## src/hw/rtl/fwrm_pkg.sv

```systemverilog
// Shared types and codes for the FIFO with running maximum.
// Used by fwrm_cmp, fwrm_mem and fifo_with_running_max_core; depends on nothing.
`timescale 1ns / 1ps
`default_nettype none

package fwrm_pkg;

  localparam int DEPTH_DEF      = 16;
  localparam int DATA_WIDTH_DEF = 32;

  // operation codes
  localparam logic [1:0] FUNC_ENQ = 2'd0;
  localparam logic [1:0] FUNC_DEQ = 2'd1;
  localparam logic [1:0] FUNC_MAX = 2'd2;

  // status codes
  localparam logic [1:0] STAT_OK    = 2'd0;
  localparam logic [1:0] STAT_EMPTY = 2'd1;
  localparam logic [1:0] STAT_FULL  = 2'd2;

  typedef enum logic [2:0] {
    ST_IDLE,
    ST_DISPATCH,
    ST_POP,
    ST_APPEND,
    ST_DEQ,
    ST_MAX,
    ST_RESULT
  } state_t;

  typedef struct packed {
    logic lt;
    logic eq;
  } cmp_res_t;

endpackage

`default_nettype wire

```

## src/hw/rtl/fwrm_cmp.sv

```systemverilog
// Shared signed comparator used by the sequencer for candidate pops and dequeue matching.
// Depends on fwrm_pkg.
`timescale 1ns / 1ps
`default_nettype none

module fwrm_cmp #(
  parameter int DATA_WIDTH = fwrm_pkg::DATA_WIDTH_DEF
) (
  input  wire logic [DATA_WIDTH-1:0] a,
  input  wire logic [DATA_WIDTH-1:0] b,
  output fwrm_pkg::cmp_res_t         res
);

  always_comb begin
    res.lt = $signed(a) < $signed(b);
    res.eq = (a == b);
  end

endmodule

`default_nettype wire

```

## src/hw/rtl/fwrm_mem.sv

```systemverilog
// Single-port-write, single-port-read memory with registered read data.
// Holds either the value ring or the candidate ring; depends on fwrm_pkg.
`timescale 1ns / 1ps
`default_nettype none

module fwrm_mem #(
  parameter  int DEPTH      = fwrm_pkg::DEPTH_DEF,
  parameter  int DATA_WIDTH = fwrm_pkg::DATA_WIDTH_DEF,
  localparam int AW         = $clog2(DEPTH)
) (
  input  wire logic                  clk,
  input  wire logic                  we,
  input  wire logic [AW-1:0]         waddr,
  input  wire logic [DATA_WIDTH-1:0] wdata,
  input  wire logic                  re,
  input  wire logic [AW-1:0]         raddr,
  output logic      [DATA_WIDTH-1:0] rdata
);

  logic [DATA_WIDTH-1:0] mem_r [DEPTH];

  always_ff @(posedge clk) begin
    if (we) begin
      mem_r[waddr] <= wdata;
    end
  end

  always_ff @(posedge clk) begin
    if (re) begin
      rdata <= mem_r[raddr];
    end
  end

endmodule

`default_nettype wire

```

## src/hw/rtl/fifo_with_running_max_core.sv

```systemverilog
// FIFO of signed values that also reports its largest held value.
// Channels: input (in_valid/in_stall, in_func, in_value_in) carries one operation per
// transaction: enqueue, dequeue or read maximum. Output (out_valid/out_stall) returns
// exactly one result per transaction: out_value_out, out_status, out_occupancy.
// One operation at a time; in_stall is high from acceptance until the result is taken.
// Path from acceptance: dispatch, then the dequeue or max state, then result; errors and
// unused codes go from dispatch to result; enqueue goes from dispatch through p pop
// passes and an append to result. p is the number of shared comparator passes over the
// deque tail: 0 when the deque is empty, k when all k candidates are dropped, otherwise
// k + 1 (the last pass finds a candidate that stays). A dropped candidate never returns,
// so k averages at most one per enqueue. After the result is taken the block returns to
// idle and can accept the next operation.
// The result register holds while out_stall is high; no new transaction is taken
// until the result has been accepted.
// Reset (rst_n low, synchronous) empties both the value ring and the candidate deque;
// memory contents are not cleared and need no clearing pass.
// Enqueue on a full FIFO is dropped with status full; dequeue or max on an empty
// FIFO returns zero with status empty.
`timescale 1ns / 1ps
`default_nettype none

module fifo_with_running_max_core #(
  parameter  int DEPTH      = fwrm_pkg::DEPTH_DEF,
  parameter  int DATA_WIDTH = fwrm_pkg::DATA_WIDTH_DEF,
  localparam int AW         = $clog2(DEPTH),
  localparam int CW         = $clog2(DEPTH + 1)
) (
  input  wire logic                  clk,
  input  wire logic                  rst_n,
  input  wire logic                  in_valid,
  output logic                       in_stall,
  input  wire logic [1:0]            in_func,
  input  wire logic [DATA_WIDTH-1:0] in_value_in,
  output logic                       out_valid,
  input  wire logic                  out_stall,
  output logic      [DATA_WIDTH-1:0] out_value_out,
  output logic      [1:0]            out_status,
  output logic      [CW-1:0]         out_occupancy
);

  fwrm_pkg::state_t state_r, state_nxt;

  logic [1:0]            func_r, func_nxt;
  logic [DATA_WIDTH-1:0] x_r, x_nxt;
  logic [AW-1:0]         v_head_r, v_head_nxt;
  logic [CW-1:0]         v_cnt_r, v_cnt_nxt;
  logic [AW-1:0]         c_head_r, c_head_nxt;
  logic [CW-1:0]         c_cnt_r, c_cnt_nxt;
  logic [DATA_WIDTH-1:0] out_value_r, out_value_nxt;
  logic [1:0]            out_status_r, out_status_nxt;

  logic                  v_we, v_re, c_we, c_re;
  logic [AW-1:0]         v_waddr, v_raddr, c_waddr, c_raddr;
  logic [DATA_WIDTH-1:0] v_rd, c_rd, cmp_b;
  fwrm_pkg::cmp_res_t    cmp_res;

  // ring index: (base + off) mod DEPTH, base + off always below 2*DEPTH
  function automatic logic [AW-1:0] wrap_add(input logic [AW-1:0] base,
                                             input logic [CW-1:0] off);
    logic [CW:0] sum;
    sum = (CW+1)'(base) + (CW+1)'(off);
    if (sum >= (CW+1)'(DEPTH)) begin
      sum = sum - (CW+1)'(DEPTH);
    end
    return sum[AW-1:0];
  endfunction

  fwrm_mem #(.DEPTH(DEPTH), .DATA_WIDTH(DATA_WIDTH)) u_value_mem (
    .clk   (clk),
    .we    (v_we),
    .waddr (v_waddr),
    .wdata (x_r),
    .re    (v_re),
    .raddr (v_raddr),
    .rdata (v_rd)
  );

  fwrm_mem #(.DEPTH(DEPTH), .DATA_WIDTH(DATA_WIDTH)) u_cand_mem (
    .clk   (clk),
    .we    (c_we),
    .waddr (c_waddr),
    .wdata (x_r),
    .re    (c_re),
    .raddr (c_raddr),
    .rdata (c_rd)
  );

  // candidate is compared with the new value on pops, with the head value on dequeue
  assign cmp_b = (state_r == fwrm_pkg::ST_DEQ) ? v_rd : x_r;

  fwrm_cmp #(.DATA_WIDTH(DATA_WIDTH)) u_cmp (
    .a   (c_rd),
    .b   (cmp_b),
    .res (cmp_res)
  );

  // next state
  always_comb begin
    state_nxt = state_r;
    case (state_r)
      fwrm_pkg::ST_IDLE: begin
        if (in_valid) begin
          state_nxt = fwrm_pkg::ST_DISPATCH;
        end
      end
      fwrm_pkg::ST_DISPATCH: begin
        case (func_r)
          fwrm_pkg::FUNC_ENQ: begin
            if (v_cnt_r == CW'(DEPTH)) begin
              state_nxt = fwrm_pkg::ST_RESULT;
            end else if (c_cnt_r == '0) begin
              state_nxt = fwrm_pkg::ST_APPEND;
            end else begin
              state_nxt = fwrm_pkg::ST_POP;
            end
          end
          fwrm_pkg::FUNC_DEQ: begin
            state_nxt = (v_cnt_r == '0) ? fwrm_pkg::ST_RESULT : fwrm_pkg::ST_DEQ;
          end
          fwrm_pkg::FUNC_MAX: begin
            state_nxt = (v_cnt_r == '0 || c_cnt_r == '0) ? fwrm_pkg::ST_RESULT
                                                        : fwrm_pkg::ST_MAX;
          end
          default: state_nxt = fwrm_pkg::ST_RESULT;
        endcase
      end
      fwrm_pkg::ST_POP: begin
        if (!cmp_res.lt || c_cnt_r == CW'(1)) begin
          state_nxt = fwrm_pkg::ST_APPEND;
        end
      end
      fwrm_pkg::ST_APPEND,
      fwrm_pkg::ST_DEQ,
      fwrm_pkg::ST_MAX: state_nxt = fwrm_pkg::ST_RESULT;
      fwrm_pkg::ST_RESULT: begin
        if (!out_stall) begin
          state_nxt = fwrm_pkg::ST_IDLE;
        end
      end
      default: state_nxt = fwrm_pkg::ST_IDLE;
    endcase
  end

  // datapath and memory controls
  always_comb begin
    func_nxt       = func_r;
    x_nxt          = x_r;
    v_head_nxt     = v_head_r;
    v_cnt_nxt      = v_cnt_r;
    c_head_nxt     = c_head_r;
    c_cnt_nxt      = c_cnt_r;
    out_value_nxt  = out_value_r;
    out_status_nxt = out_status_r;
    v_we           = 1'b0;
    v_waddr        = wrap_add(v_head_r, v_cnt_r);
    v_re           = 1'b0;
    v_raddr        = v_head_r;
    c_we           = 1'b0;
    c_waddr        = wrap_add(c_head_r, c_cnt_r);
    c_re           = 1'b0;
    c_raddr        = c_head_r;
    case (state_r)
      fwrm_pkg::ST_IDLE: begin
        if (in_valid) begin
          func_nxt = in_func;
          x_nxt    = in_value_in;
        end
      end
      fwrm_pkg::ST_DISPATCH: begin
        out_value_nxt  = '0;
        out_status_nxt = fwrm_pkg::STAT_OK;
        case (func_r)
          fwrm_pkg::FUNC_ENQ: begin
            if (v_cnt_r == CW'(DEPTH)) begin
              out_status_nxt = fwrm_pkg::STAT_FULL;
            end else begin
              v_we      = 1'b1;
              v_cnt_nxt = v_cnt_r + CW'(1);
              if (c_cnt_r != '0) begin
                c_re    = 1'b1;
                c_raddr = wrap_add(c_head_r, c_cnt_r - CW'(1));
              end
            end
          end
          fwrm_pkg::FUNC_DEQ: begin
            if (v_cnt_r == '0) begin
              out_status_nxt = fwrm_pkg::STAT_EMPTY;
            end else begin
              v_re = 1'b1;
              c_re = 1'b1;
            end
          end
          fwrm_pkg::FUNC_MAX: begin
            if (v_cnt_r == '0 || c_cnt_r == '0) begin
              out_status_nxt = fwrm_pkg::STAT_EMPTY;
            end else begin
              c_re = 1'b1;
            end
          end
          default: ;
        endcase
      end
      fwrm_pkg::ST_POP: begin
        // drop tail candidates strictly below the new value, keep equal ones
        if (cmp_res.lt) begin
          c_cnt_nxt = c_cnt_r - CW'(1);
          if (c_cnt_r != CW'(1)) begin
            c_re    = 1'b1;
            c_raddr = wrap_add(c_head_r, c_cnt_r - CW'(2));
          end
        end
      end
      fwrm_pkg::ST_APPEND: begin
        c_we      = 1'b1;
        c_cnt_nxt = c_cnt_r + CW'(1);
      end
      fwrm_pkg::ST_DEQ: begin
        out_value_nxt = v_rd;
        if (c_cnt_r != '0 && cmp_res.eq) begin
          c_head_nxt = wrap_add(c_head_r, CW'(1));
          c_cnt_nxt  = c_cnt_r - CW'(1);
        end
        v_head_nxt = wrap_add(v_head_r, CW'(1));
        v_cnt_nxt  = v_cnt_r - CW'(1);
      end
      fwrm_pkg::ST_MAX: begin
        out_value_nxt = c_rd;
      end
      default: ;
    endcase
  end

  always_ff @(posedge clk) begin
    if (!rst_n) begin
      state_r  <= fwrm_pkg::ST_IDLE;
      v_head_r <= '0;
      v_cnt_r  <= '0;
      c_head_r <= '0;
      c_cnt_r  <= '0;
    end else begin
      state_r  <= state_nxt;
      v_head_r <= v_head_nxt;
      v_cnt_r  <= v_cnt_nxt;
      c_head_r <= c_head_nxt;
      c_cnt_r  <= c_cnt_nxt;
    end
  end

  always_ff @(posedge clk) begin
    func_r       <= func_nxt;
    x_r          <= x_nxt;
    out_value_r  <= out_value_nxt;
    out_status_r <= out_status_nxt;
  end

  assign in_stall      = (state_r != fwrm_pkg::ST_IDLE);
  assign out_valid     = (state_r == fwrm_pkg::ST_RESULT);
  assign out_value_out = out_value_r;
  assign out_status    = out_status_r;
  assign out_occupancy = v_cnt_r;

endmodule

`default_nettype wire
```

## config.mk

```make
export PLATFORM = sky130hd
export DESIGN_NAME = fifo_with_running_max_core
export DESIGN_NICKNAME = d
export VERILOG_FILES = /design/src/hw/rtl/fwrm_pkg.sv /design/src/hw/rtl/fwrm_cmp.sv /design/src/hw/rtl/fwrm_mem.sv /design/src/hw/rtl/fifo_with_running_max_core.sv
export SDC_FILE = /design/constraint.sdc
export NUM_CORES = 1
export LEC_CHECK = 0
export ABC_CLOCK_PERIOD_IN_PS = 12700
export BUFFER_PORTS_ARGS = -buffer_cell sky130_fd_sc_hd__buf_2
export CORE_UTILIZATION = 50
export CTS_CLUSTER_DIAMETER = 80
export DETAILED_ROUTE_END_ITERATION = 10
export HOLD_SLACK_MARGIN = 0.12
export PLACE_DENSITY = 0.65
export SLEW_MARGIN = 0
export SYNTH_ARGS = -nofsm -noshare
export SYNTH_HDL_FRONTEND = slang
export SYNTH_HIERARCHICAL = 1
export SYNTH_SLANG_ARGS = --single-unit
```

## constraint.sdc

```tcl
create_clock -name clk -period 12.7 [get_ports clk]
set_input_delay 2.54 -clock clk [delete_from_list [all_inputs] [get_ports clk]]
set_output_delay 2.54 -clock clk [all_outputs]
set_load 0.01 [all_outputs]
```

; Yosys cells after proc, flatten, opt, wreduce, memory -nomap -nowiden
; Memory sizes are Yosys's and may differ from the RTL's. A register that Yosys moved wholly into a read port is not among the register bits.
; Cells that the tools add are included.
[op_classes]
addsub = 17
magnitude_cmp = 7
n_eq_ne = 19
n_mux = 51
reduce_logical = 19
[op_table]
columns = cell, count
row1 = $pmux 32 s3, 1
row2 = $mux 4, 11
row3 = $eq 32x32->1, 1
row4 = $lt 32x32->1, 1
row5 = $mux 32, 1
row6 = $add 4x5->6, 4
row7 = $ge 6x5->1 const B, 4
row8 = $sub 4x1->4 const B, 6
row9 = $mux 5, 4
row10 = $mux 1, 19
row11 = $pmux 3 s5, 1
row12 = $pmux 5 s3, 1
row13 = $mux 3, 4
row14 = $add 4x1->5 const B, 2
row15 = $add 5x1->5 const B, 2
row16 = $ge 5x5->1 const B, 2
row17 = $logic_not 5->1, 2
row18 = $ne 2x2->1 const B, 5
row19 = $pmux 5 s2, 1
row20 = $sub 5x1->5 const B, 2
row21 = $eq 3x3->1 const B, 3
row22 = $pmux 3 s3, 1
row23 = $reduce_and 3->1, 3
row24 = $reduce_bool 3->1, 3
row25 = other kinds (23), 29
[word_totals]
regBits = 89
ram_bits = 1024
input_bits = 38
elab_cells = 124
memories = 2
[memory_table]
columns = memory, words, width, rd, rd_ports_with_merged_regs, write_ports, line
row1 = u_cand_mem.mem_r, 16, 32, 1, 1, 1, fwrm_mem.sv:20  ; logic [DATA_WIDTH-1:0] mem_r [DEPTH];
row2 = u_value_mem.mem_r, 16, 32, 1, 1, 1, fwrm_mem.sv:20

; Logic depth before layout (Yosys ltp)
; Gate-level depths: netlist of run 1.
[logic_depth]
depth_word = 8
ltp_mapped = 24

; Cells and area by module
; The synthesis of run 1 kept the hierarchy.
[modules_own_cells]
columns = module, instances, cells_each, area_each_um2, seq_area_each_um2
row1 = fwrm_mem, 2, 838, 20155.6, 16335.7
row2 = fifo_with_running_max_core, 1, 469, 4758.3, 2462.4
row3 = fwrm_cmp, 1, 113, 820.8, 0.0

; Least setup slack after synthesis of run 1
; OpenSTA, ideal clock, no wires.
[synth_path]
path_kind = reg2reg
start = reg state_r[1]
end = reg u_cand_mem.rdata[10], read port of u_cand_mem.mem_r (data pin)
arrival_time_ps = 4756
t_required_ps = 12441
path_slack_ps = 7685
stages_incl_launch_ff = 24
path_buffers = 6
cell_sequence = dfxtp_1 -> or3b_4 -> buf_2 -> inv_1 -> buf_2 -> buf_2 -> nand2_1 -> nand2_1 -> inv_1 -> ha_1 -> a21oi_2 -> nand2_1 -> a221o_1 -> o31a_1 -> o22ai_2 -> o41ai_1 -> or3_1 -> clkbuf_1 -> o211ai_1 -> buf_2 -> buf_2 -> mux4_2 -> a22oi_1 -> nand2_1
[synth_rtl]
columns = element, line
row1 = start: declaration, fifo_with_running_max_core.sv:41  ; fwrm_pkg::state_t state_r, state_nxt;
row2 = start signal: assignment, fifo_with_running_max_core.sv:235  ; state_r <= fwrm_pkg::ST_IDLE;
row3 = start signal: assignment, fifo_with_running_max_core.sv:241  ; state_r <= state_nxt;
row4 = end: declaration, fwrm_mem.sv:17  ; output logic [DATA_WIDTH-1:0] rdata

==> results of run 1 <==
==> synth_stat cells, drive strengths merged (2+ instances only) <==
library cell / instances / area (µm²)
ha: 59 / 738.2
mux4: 256 / 5766
fa: 5 / 100.1
dfxtp: 21 / 420.4
mux2i: 4 / 40.04
xnor2: 17 / 148.9
nor4: 4 / 37.53
o21ai: 12 / 60.06
and2: 14 / 87.58
nand3b: 6 / 45.04
clkbuf: 46 / 172.7
a21o: 7 / 52.55
a211oi: 3 / 22.52
a21boi: 6 / 52.55
or3: 2 / 12.51
nand4: 10 / 68.81
nand3: 14 / 70.07
a21oi: 20 / 103.9
nor2: 42 / 157.7
xor2: 6 / 52.55
or3b: 3 / 28.78
o21bai: 2 / 18.77
a22o: 13 / 113.9
inv: 58 / 217.7
nand2b: 11 / 68.82
and3: 2 / 12.51
o211ai: 5 / 37.54
o21a: 2 / 15.01
a22oi: 128 / 960.9
nor2b: 7 / 43.79
a221oi: 2 / 17.52
buf: 60 / 320.3
nand2: 228 / 855.8
nor3: 11 / 66.32
edfxtp: 1156 / 34710
o221ai: 2 / 17.52
==> sequential cells by signal (all words and copies together) (netlist names), 3 cells and up <==
name / count
c_head_r: 4
c_cnt_r: 5
u_cand_mem/rdata: 32
out_occupancy: 5
x_r: 32
u_value_mem/rdata: 32
state_r: 3
v_head_r: 4
u_value_mem/mem_r: 512
out_value_out: 32
u_cand_mem/mem_r: 512
==> cells in the final DEF, fill, tap and decap left out, types with 18 or more instances in the layout <==
master     instances
nor2_4            29
dfxtp_1           19
clkinv_2          18
buf_4             62
mux4_2           256
clkbuf_16        118
inv_1             57
clkinv_1          32
clkbuf_1          28
edfxtp_1        1156
a21oi_1           19
ha_1              59
nand2_1          228
buf_2             78
a22oi_1          128
==> power by group through the flow <==
stage,clock network (mW),logic (mW),registers [mW]
after floorplan,0,1.16,5.00
after global placement,0,1.66,5.11
after detailed placement,0,1.69,5.13
after CTS,3.36,1.71,5.05
after global routing,3.52,1.85,5.08
final,3.31,1.70,5.05
==> cells by family after synthesis <==
logic type	after synthesis
simple gates	357
buf+inv	164
xor+xnor	24
compound gates	212
fa+ha+maj	64
mux	260
flops	1177
==> critical path, stage by stage (launching register included) <==
cell,delay [ns]
dfxtp_1,0.54
or3b_4,0.67
inv_2,0.69
nand2_1,0.16
nand2_1,0.09
inv_1,0.05
ha_1,0.35
nand4_2,0.21
nor4_1,1.05
o31a_1,0.29
o22ai_2,0.13
o41ai_1,0.16
or3_1,0.42
nand3_1,0.21
o221ai_4,0.10
buf_4,0.83
buf_4,0.85
mux4_2,0.41
a22oi_1,0.21
nand2_1,0.08
==> area by class of cell <==
| cell class | count | area (µm²) | share of cell area |
|---|---|---|---|
| flip-flops and latches | 1177 | 35140 | 0.6792 |
| inverters | 58 | 217.7 | 0.004208 |
| well taps | 1176 | 1471 | 0.02844 |
| clock buffers | 146 | 3058 | 0.05910 |
| clock inverters | 71 | 609.3 | 0.01178 |
| repair buffers | 141 | 875.8 | 0.01693 |
| multi-input cells | 917 | 10370 | 0.2004 |
==> worst min-delay path by stage <==
stage,from,endpoint,slack [ns],cells after the start
detailed placement,u_value_mem/rdata[28],out_value_out[28],0.53,2
global route,u_value_mem/rdata[28],out_value_out[28],0.58,2
global placement,u_value_mem/rdata[28],out_value_out[28],0.53,2
CTS,u_value_mem/rdata[31],out_value_out[31],0.55,2
floorplan,u_value_mem/rdata[10],out_value_out[10],0.50,2
finish,u_value_mem/rdata[28],out_value_out[28],0.54,2
==> layer usage <==
metal  routed length (µm)  global-route usage
met5                   39                   0
met3                 8624             0.03672
met4                 1706             0.05509
met1                45970              0.3517
met2                50590              0.3607
==> per-stage QoR <==
step                        util  worst slack [ns]  power (mW)  area, µm²
after floorplan                -             7.685       6.168      45890
after global placement    0.5316             5.225       6.768      48070
after detailed placement  0.5316             5.013       6.826      48070
after CTS                 0.5722             4.953       10.12      51740
after global routing      0.5722             4.387       10.45      51740
final                     0.5722             4.727       10.06      51740
==> results.json, run 1 <==
{
  "outcome": "finished clean",
  "r2r_slack_ns": 4.73,
  "fin_setup_tns_ns": 0,
  "fin_crit_ns": 7.973,
  "synth-simple-area-share": 0.03476,
  "synth_compound_area_frac": 0.03449,
  "grt_pass1_vias": 22780,
  "wl_per_cell_um": 29.01,
  "irDropWorstVdd_mv": 0.1410,
  "synth-async-reset-ratio": 0,
  "avgSynthCellArea_um2": 20.32,
  "required_ns": 13.13,
  "worstMarginPinSlew_ns": 1.276,
  "syn_inst": 2258,
  "cts_buffer_depth": 3,
  "critPathCaptureType": "register",
  "maxCapViolations": 0,
  "drc": 0,
  "intPower_mw": 7.332,
  "period_share": 0.6278,
  "skew_ns": 0.02829,
  "slew_viol_final": 0,
  "grt_overflow_total": 0,
  "antenna_found_initial": 3,
  "comb_power_share": 0.169,
  "start_kind": "register",
  "io_pins": 79,
  "core_mm2": 0.09042,
  "finalNonFillerCells": 3686,
  "die_w_um": 305.0,
  "seq_power_share": 0.502,
  "p_leak_nw": 16.64,
  "reg2regPathDepth": 19,
  "grt_max_degree": 125,
  "swShare": 0.2710,
  "nets": 2513,
  "cts_root_buffer": "clkbuf_16",
  "r2r_end": "u_cand_mem/rdata[12]",
  "synth_seq_cells": 1177,
  "die_y_um": 305.0,
  "num_rows": 110,
  "dieArea_mm2": 0.09300,
  "synth_top_family_by_area": "multiplexers",
  "relSlewSlack": 0.1490,
  "postCtsSetupBuffers": 0,
  "drive_above_1_share": 0.2466,
  "r2r-start": "state_r[2]",
  "fillers": 6549,
  "critPathArrivalTime_ns": 8.40,
  "ys_warn_count": 6,
  "hold_violations": 0,
  "io_buffers": 78,
  "cts_tree": "built",
  "dr.pass1.iters": 7,
  "crit_start": "state_r[2]",
  "max_freq_ghz": 0.1254,
  "cts_htree_levels": 3,
  "dp_hpwl_mm": 57.20,
  "cts.sinks": 1177,
  "avgViaCountPerCell": 6.150,
  "post_synth_xor_area_fraction": 0.004880,
  "cp_max_fo": 67,
  "vias": 22670,
  "dp.cells": 3469,
  "area_delta_synth_final_pct": 12.75,
  "numCtsBuffers": 116,
  "rsz0062_at_grt": "no",
  "ys_types": 60,
  "ant_nets": 0,
  "crit_type": "reg2reg",
  "seq_area_frac_synth": 0.7656,
  "syn_nets": 2360,
  "powerDensity_mw_per_mm2": 194.4,
  "drt_first_iter_violations": 2617,
  "n_antenna_cell": 0,
  "ys.flop_type": "edfxtp_1",
  "grt_pass1_wl_mm": 156.7,
  "syn-cell-area_mm2": 0.04589,
  "drt_wl_total_mm": 106.9,
  "place.gp.congestion": 0.8539,
  "crit_end": "u_cand_mem/rdata[12]",
  "grt_usage": 0.2333,
  "p_sw_mw": 2.726,
  "ctsResizeCount": 0,
  "synthMuxAreaShare": 0.1265,
  "synthAdderAreaFrac": 0.01827,
  "initial_core_util": 0.5075,
  "hold_class": "reg2reg",
  "pwr-share-clk": 0.329,
  "synth-edff-count": 1156,
  "clk_pin_slew_ns": 0.06,
  "setup_viol": 0,
  "holdBufCountCts": 0,
  "clkLatencyLatePin_ns": 0.70,
  "hold_ws_ns": 0.5439
}
Note: power is estimated with default switching activity, not from simulation.
==> run 2: changes to the inputs <==
--- a/config.mk
+++ b/config.mk
@@ -5,7 +5,7 @@
 export SDC_FILE = /design/constraint.sdc
 export NUM_CORES = 1
 export LEC_CHECK = 0
-export ABC_CLOCK_PERIOD_IN_PS = 12700
+export ABC_CLOCK_PERIOD_IN_PS = 8100
 export BUFFER_PORTS_ARGS = -buffer_cell sky130_fd_sc_hd__buf_2
 export CORE_UTILIZATION = 50
 export CTS_CLUSTER_DIAMETER = 80
==> constraint.sdc (replaced) <==
create_clock -name clk -period 8.1 [get_ports clk]
set_input_delay 1.62 -clock clk [delete_from_list [all_inputs] [get_ports clk]]
set_output_delay 1.62 -clock clk [all_outputs]
set_load 0.01 [all_outputs]
==> results.json, run 2 (synthesis results as in run 1) <==
{
  "drt_first_iter_violations": 2415,
  "final_common_cell": "edfxtp_1",
  "setup_ws_ns": 0.8799,
  "grt_max_degree": 129,
  "cts_buffer_depth": 3,
  "clkLatencyLatePin_ns": 0.68,
  "cts_root_buffer": "clkbuf_16",
  "numCtsBuffers": 114,
  "slew_viol_final": 3,
  "hold_violations": 0,
  "max_freq_ghz": 0.1385,
  "period_share": 0.8914,
  "final_cell_mix": "edfxtp_1 (1,156), mux4_2 (256), nand2_1 (228)",
  "powerDensity_mw_per_mm2": 304.0,
  "outcome": "complete, but fails checks",
  "grt_pass1_vias": 23110,
  "hold_class": "reg2reg",
  "cts_tree": "built",
  "n_antenna_cell": 0,
  "relSlewSlack": -0.06773,
  "antenna_found_initial": 4,
  "met2_usage": 0.3662,
  "grt_use_met3": 0.04249,
  "io_pins": 79,
  "placed_area_mm2": 0.04811,
  "p_leak_nw": 16.63,
  "crit_type": "reg2reg",
  "setup_viol": 0,
  "use_met1": 0.3319,
  "core_mm2": 0.09042,
  "reg_top3": "u_cand_mem/mem_r (512), u_value_mem/mem_r (512)",
  "nets": 2509,
  "grt_overflow_total": 0,
  "avgViaCountPerCell": 6.159,
  "place_ws_ns": 1.037,
  "cts_htree_levels": 3,
  "critPathArrivalTime_ns": 7.64,
  "num_rows": 110,
  "drc": 0,
  "required_ns": 8.52,
  "violations": "capacitance limit, slew limit",
  "busiest_layer": "met2",
  "finalInstanceArea_mm2": 0.05172,
  "power.total_mw": 15.73,
  "dr.pass1.iters": 7,
  "postCtsSetupBuffers": 0,
  "die_w_um": 305.0,
  "rsz0062_at_grt": "no",
  "drive_above_1_share": 0.2461,
  "initial_core_util": 0.5075,
  "holdBufCountCts": 0,
  "fin_setup_tns_ns": 0,
  "area_delta_synth_final_pct": 12.71,
  "drt_wl_total_mm": 106.4,
  "io_buffers": 78,
  "grt_pass1_wl_mm": 155.9,
  "vias": 22660,
  "irDropWorstVdd_mv": 0.1985,
  "wl_per_cell_um": 28.92,
  "ant_nets": 0,
  "dp_hpwl_mm": 56.42,
  "dieArea_mm2": 0.09300,
  "start_kind": "register",
  "clk_pin_slew_ns": 0.06,
  "place.gp.congestion": 0.8857,
  "skew_ns": 0.02121,
  "finish.utilization": 0.5720,
  "die_y_um": 305.0,
  "cp_max_fo": 51,
  "critPathCaptureType": "register",
  "cts.sinks": 1177,
  "fin_crit_ns": 7.220,
  "worstMarginPinSlew_ns": 1.587,
  "maxCapViolations": 1,
  "ctsResizeCount": 0,
  "grt_usage": 0.2321
}
[run 2: where the power goes]
part / switching [mW] / internal (mW) / leakage (nW) / total (mW)
logic: 1.55 / 1.11 / 4.26 / 2.66
clock network: 2.19 / 2.95 / 1.77 / 5.14
registers: 0.514 / 7.41 / 10.6 / 7.93
[run 2: critical path, stage by stage (launching register included)]
cell	delay [ns]
dfxtp_1	0.55
or3b_4	0.44
inv_2	0.63
nand2_1	0.25
nand2_1	0.12
inv_1	0.05
ha_1	0.30
nand4_1	0.19
nor3_1	0.08
a221oi_1	0.74
o2111ai_1	0.30
o22ai_2	0.30
o41ai_1	0.17
or3_1	0.52
o211ai_1	0.90
buf_12	0.39
mux4_2	0.56
a22oi_1	0.25
nand2_1	0.09
[run 2: final timing paths]
kind | from | endpoint | slack (ns) | cells past startpoint
worst min register to register | u_value_mem/rdata[29] | out_value_out[29] | 0.54 | 2
worst max-delay path | state_r[2] | u_cand_mem/rdata[25] | 0.88 | 18
worst min-delay path | u_value_mem/rdata[29] | out_value_out[29] | 0.54 | 2
worst max register to register | state_r[2] | u_cand_mem/rdata[25] | 0.88 | 18
[run 2: through the flow]
stage          cells  hold WS (ns)
6_report        3679        0.5376
3_3_place_gp    3467        0.5117
4_1_cts         3679        0.5289
2_1_floorplan   2258        0.5018
5_1_grt         3679        0.5560
3_5_place_dp    3467        0.5215
[run 2: area by class of cell]
cell class / instances / area (µm²)
fillers: 6531 / 38700
well taps: 1176 / 1471
clock inverters: 72 / 556.8
multi-input cells: 917 / 10370
inverters: 58 / 217.7
clock buffers: 140 / 3057
flip-flops and latches: 1177 / 35140
repair buffers: 139 / 910.9
[run 2: layer usage]
metal | share of wire | up-vias | wire [µm]
li1 | - | 9495 | -
met1 | 0.42 | 12040 | 44410
met2 | 0.47 | 975 | 50520
met3 | 0.082 | 149 | 8702
met4 | 0.026 | 2 | 2733
met5 | 0.00016 | - | 17
